--- src/design/sbeu_pkg.sv ---
// shared types, codes and constants for the stack bytecode execute unit
package sbeu_pkg;

	localparam int STACK_DEPTH_DEF = 16;
	localparam int LOCAL_SLOTS_DEF = 16;
	localparam logic [4:0] SLOT_LIMIT_RST = 5'd16;
	localparam logic [0:0] REG_SLOT_LIMIT = 1'd0;

	typedef enum logic [3:0] {
		OP_LOAD = 4'd0, OP_STORE = 4'd1, OP_PUSH = 4'd2, OP_ADD = 4'd3,
		OP_INC = 4'd4, OP_SUB = 4'd5, OP_MUL = 4'd6, OP_DIV = 4'd7,
		OP_RET = 4'd8, OP_CMPGE = 4'd9, OP_GOTO = 4'd10
	} op_t;

	typedef enum logic [2:0] {
		ERR_OK = 3'd0, ERR_SLOT = 3'd1, ERR_UNDER = 3'd2, ERR_OVER = 3'd3,
		ERR_DIVZ = 3'd4
	} err_t;

	typedef struct packed {
		logic [3:0]  func;
		logic [7:0]  slot_index;
		logic [63:0] imm_value;
		logic [7:0]  inc_amount;
		logic [15:0] branch_target;
	} in_item_t;

	typedef struct packed {
		logic [15:0] next_pc;
		logic [63:0] top_value;
		logic [4:0]  stack_level;
		logic        halted;
		logic [2:0]  error_code;
	} out_item_t;

	typedef enum logic [2:0] {
		ST_IDLE, ST_READ, ST_EXEC, ST_MUL, ST_DIV, ST_FIN, ST_OUT
	} state_t;

	// controller to datapath
	typedef struct packed {
		logic capture;
		logic read;
		logic exec;
		logic mul_step;
		logic div_start;
		logic div_step;
		logic finish;
	} cmd_t;

	// datapath to controller
	typedef struct packed {
		logic halted;
		logic is_mul;
		logic is_div;
		logic div_done;
	} status_t;

endpackage

--- src/design/sbeu_control.sv ---
// controller state machine sequencing read, execute and result transfer
module sbeu_control (
	input  logic              clk,
	input  logic              arst_n,
	input  logic              in_valid,
	output logic              in_stall,
	output logic              out_valid,
	input  logic              out_stall,
	input  sbeu_pkg::status_t status,
	output sbeu_pkg::cmd_t    cmd
);
	import sbeu_pkg::*;

	state_t state_q, state_d;
	logic [1:0] mcnt_q;

	always_ff @(posedge clk or negedge arst_n) begin
		if (!arst_n) begin
			state_q <= ST_IDLE;
			mcnt_q <= '0;
		end else begin
			state_q <= state_d;
			mcnt_q <= (state_q == ST_MUL) ? mcnt_q + 2'd1 : 2'd0;
		end
	end

	always_comb begin
		state_d = state_q;
		cmd = '0;
		in_stall = 1'b1;
		out_valid = 1'b0;
		case (state_q)
			ST_IDLE: begin
				in_stall = 1'b0;
				if (in_valid) begin
					cmd.capture = 1'b1;
					state_d = ST_READ;
				end
			end
			ST_READ: begin
				cmd.read = 1'b1;
				state_d = ST_EXEC;
			end
			ST_EXEC: begin
				if (!status.halted && status.is_mul) state_d = ST_MUL;
				else if (!status.halted && status.is_div) begin
					cmd.div_start = 1'b1;
					state_d = ST_DIV;
				end else begin
					cmd.finish = 1'b1;
					state_d = ST_OUT;
				end
			end
			ST_MUL: begin
				cmd.mul_step = 1'b1;
				if (mcnt_q == 2'd3) state_d = ST_FIN;
			end
			ST_DIV: begin
				if (status.div_done) begin
					cmd.finish = 1'b1;
					state_d = ST_OUT;
				end else cmd.div_step = 1'b1;
			end
			ST_FIN: begin
				cmd.finish = 1'b1;
				state_d = ST_OUT;
			end
			ST_OUT: begin
				out_valid = 1'b1;
				if (!out_stall) state_d = ST_IDLE;
			end
			default: state_d = ST_IDLE;
		endcase
	end
endmodule

--- config.mk ---
export PLATFORM = sky130hd
export DESIGN_NAME = sbeu_control
export DESIGN_NICKNAME = d
export VERILOG_FILES = /design/src/design/sbeu_pkg.sv /design/src/design/sbeu_control.sv
export SDC_FILE = /design/constraint.sdc
export NUM_CORES = 1
export LEC_CHECK = 0
export ABC_AREA = 1
export BUFFER_PORTS_ARGS = -buffer_cell sky130_fd_sc_hd__buf_2
export CAP_MARGIN = 20
export CORE_AREA = 2 2 39 41
export DETAILED_ROUTE_END_ITERATION = 8
export DIE_AREA = 0 0 41 43
export GPL_ROUTABILITY_DRIVEN = 0
export MAX_ROUTING_LAYER = met4
export PLACE_DENSITY = 0.55
export SLEW_MARGIN = 20
export SYNTH_ARGS = -nofsm -noshare
export SYNTH_HDL_FRONTEND = slang
export SYNTH_SLANG_ARGS = --single-unit
--- constraint.sdc ---
create_clock -name clk -period 1.7 [get_ports clk]
set_clock_uncertainty 0.1 [all_clocks]
set_input_delay 0 -clock clk [delete_from_list [all_inputs] [get_ports clk]]
set_output_delay 0 -clock clk [all_outputs]
set_load 0.01 [all_outputs]
==> flow_summary.toml <==
[worst_hold_path]
holdPathStages = 5
hold_path.startpoint = "out_stall"
hold_class = "in2reg"
min_to = "state_q[2]$_DFFE_PN0P_"

[status]
status = "complete, no violations"

[drt]
routed_via_density = 4.40
drt_iter0_drc = 4
vias = 431
wl_um = 869
postRouteAntennaNets = 0
drc = 0
drt_first_pass_iters = 4
wire_per_inst_um = 8.87

[grt]
groute.layer.met2.usage = 0.175
grt-ovfl-total = 0
top_usage_layer = "met2"
met1_usage = 0.160
antenna_found_initial = 0
grt_pass1_vias = 384
grt_max_degree = 11
grt_usage = 0.127
grt_pass1_wl_um = 1460
gr-usage-met3 = 0.0785

[floorplanning]
coreArea_sq_um = 1380
io_pins = 17
die_h_um = 43
die_w_um = 41
std_cell_rows = 14
dieArea_sq_um = 1760
initial_core_util = 0.293

[synth]
ys_seq_area_frac = 0.309
synth_compound_area_frac = 0.0772
synth_top_area_share = 0.309
synth_top_family_by_area = "simple AND/OR/NAND/NOR gates"
synth.area.top_cells = "dfrtp_1 (31%), nand2_1 (18%), inv_1 (9.3%), nor2_1 (8.3%), nand3_1 (3.7%)"
synthSimpleGateAreaFrac = 0.426
yosysWarnings = 0
synth_area_sq_um = 405
yosys.cell_types.count = 19
yosys.area.top_type = "dfrtp_1"
synth_mux_area_frac = 0
synth-xor-area-share = 0
synthAdderAreaFrac = 0.0309
synthesis.nets = 72
syn-instance-count = 63
synth.avg_cell_area_sq_um = 6.43
ys_ff_latch = 5

[cells_and_area]
diodes = 0
drive_above_1_share = 0.305
layout_commonest_cell = "nand2_1"
most-common-layout-cells = "nand2_1 (19), buf_2 (15), inv_1 (10)"
post-route-util = 0.382
finalNetCount = 92
syn_to_final_growth_pct = 30.2

[clock_tree]
cts_buffers = 3
htreeDepth = 1
worstSkewPairLatency_ns = 0.24
clock-root-buffer = "clkbuf_4"
clock_sinks = 5
clkSlewWorstSetupHoldPaths_ns = 0.04
cts_tree = "built"
cts_buffer_depth = 2

[critical_path]
required_ns = 1.60
reg2reg_from = "state_q[2]$_DFFE_PN0P_"
startpoint = "state_q[0]$_DFFE_PN0P_"
cp_max_fo = 6
reg2reg_slack_ns = 0.38
cp-start-kind = "flip-flop"
worstSetupEndpointType = "output pin"
reg2reg_depth = 5
path_class = "reg2out"
critPathArrivalTime_ns = 1.36
r2r-end = "state_q[1]$_DFFE_PN0P_"

[flow_run]
maxCapViolations = 0

[timing]
setup_tns_ns = 0
rsz0062_at_grt = "no"
period_share = 0.859
finalHoldViolCount = 0
fmax_mhz = 685
post-route-min-period_ns = 1.46
slew_viol_final = 0
fin_ws_ns = 0.240
setup_viol = 0

[power]
p_leak_nw = 0.320
pwr_density_cell_nw_per_um2 = 1630
power_mw = 0.859
ir_drop_v = 0.000608

[place]
place_ws_ns = 0.383
dp_hpwl_um = 714
portBuffers = 15
==> worst max-delay path, stage by stage, from the launching register on <==
cell	delay [ns]
dfrtp_1	0.42
inv_1	0.09
nand2_1	0.11
a21oi_2	0.18
nand3_1	0.09
o211ai_1	0.08
buf_2	0.15
==> synthesized netlist by cell type <==
library cell and n:
dfrtp_1 5, nor2_4 1, nand3_2 1, nor2_2 1
buf_4 1, conb_1 1, o211ai_1 1, nand2_1 19
o21ai_0 3, inv_1 10, nor2_1 9, a21oi_2 1
inv_2 1, nor4_1 1, nand3_1 3, buf_6 1
nand4_1 1, nand2_2 2, ha_1 1
==> flip-flops by register name (all words and copies together), names as in the netlist <==
signal   count
state_q      3
mcnt_q       2
==> power breakdown <==
part / switching (mW) / leakage, nW / internal [mW]
Combinational: 0.300 / 0.241 / 0.182
Sequential: 0.0755 / 0.0646 / 0.166
Clock: 0.0471 / 0.0150 / 0.0887
Total: 0.422 / 0.320 / 0.437
==> through the flow <==
step                      hold slack, ns  std cells  instance area (sq um)
after floorplan                   -0.396         63                    405
after global placement            -0.279         92                    482
after detailed placement          -0.281         92                    482
after CTS                         0.0443         98                    528
after global routing              0.0898         98                    528
final                             0.0509         98                    528
==> worst max path at each step <==
stage / endpoint / slack (ns) / cells past startpoint
global placement: state_q[1]$_DFFE_PN0P_ / 0.39 / 6
detailed placement: state_q[2]$_DFFE_PN0P_ / 0.38 / 6
finish: cmd[0] / 0.24 / 6
floorplan: state_q[1]$_DFFE_PN0P_ / 0.53 / 6
CTS: cmd[0] / 0.22 / 6
global route: cmd[0] / 0.07 / 4
==> timing repair <==
action / 4_1_cts / 5_1_grt
gates resized for setup: 0 / 0
endpoints found under the hold margin: 5 / 0
buffers inserted: 0 / 0
hold buffers: 2 / 0
==> logic make-up after synthesis <==
kind of cell | Yosys count
other | 1
and+or+nand+nor | 38
AOI/OAI and AO/OA | 5
buffers and inverters | 13
DFF | 5
adders and majority gates | 1
==> layer usage <==
metal  routed length, um  up-vias
li1                    -      229
met1                 390      192
met2                 437       10
met3                  41        0
met4                   0        0
met5                   0        -
==> layout make-up <==
cell class	instances	area, sq um
Tap cell	16	20.0
Timing Repair Buffer	17	95.1
Clock buffer	4	26.3
Inverter	11	41.3
Multi-Input combinational cell	45	220
Fill cell	177	856
Sequential cell	5	125
Note: power is estimated with default switching activity, not from simulation.
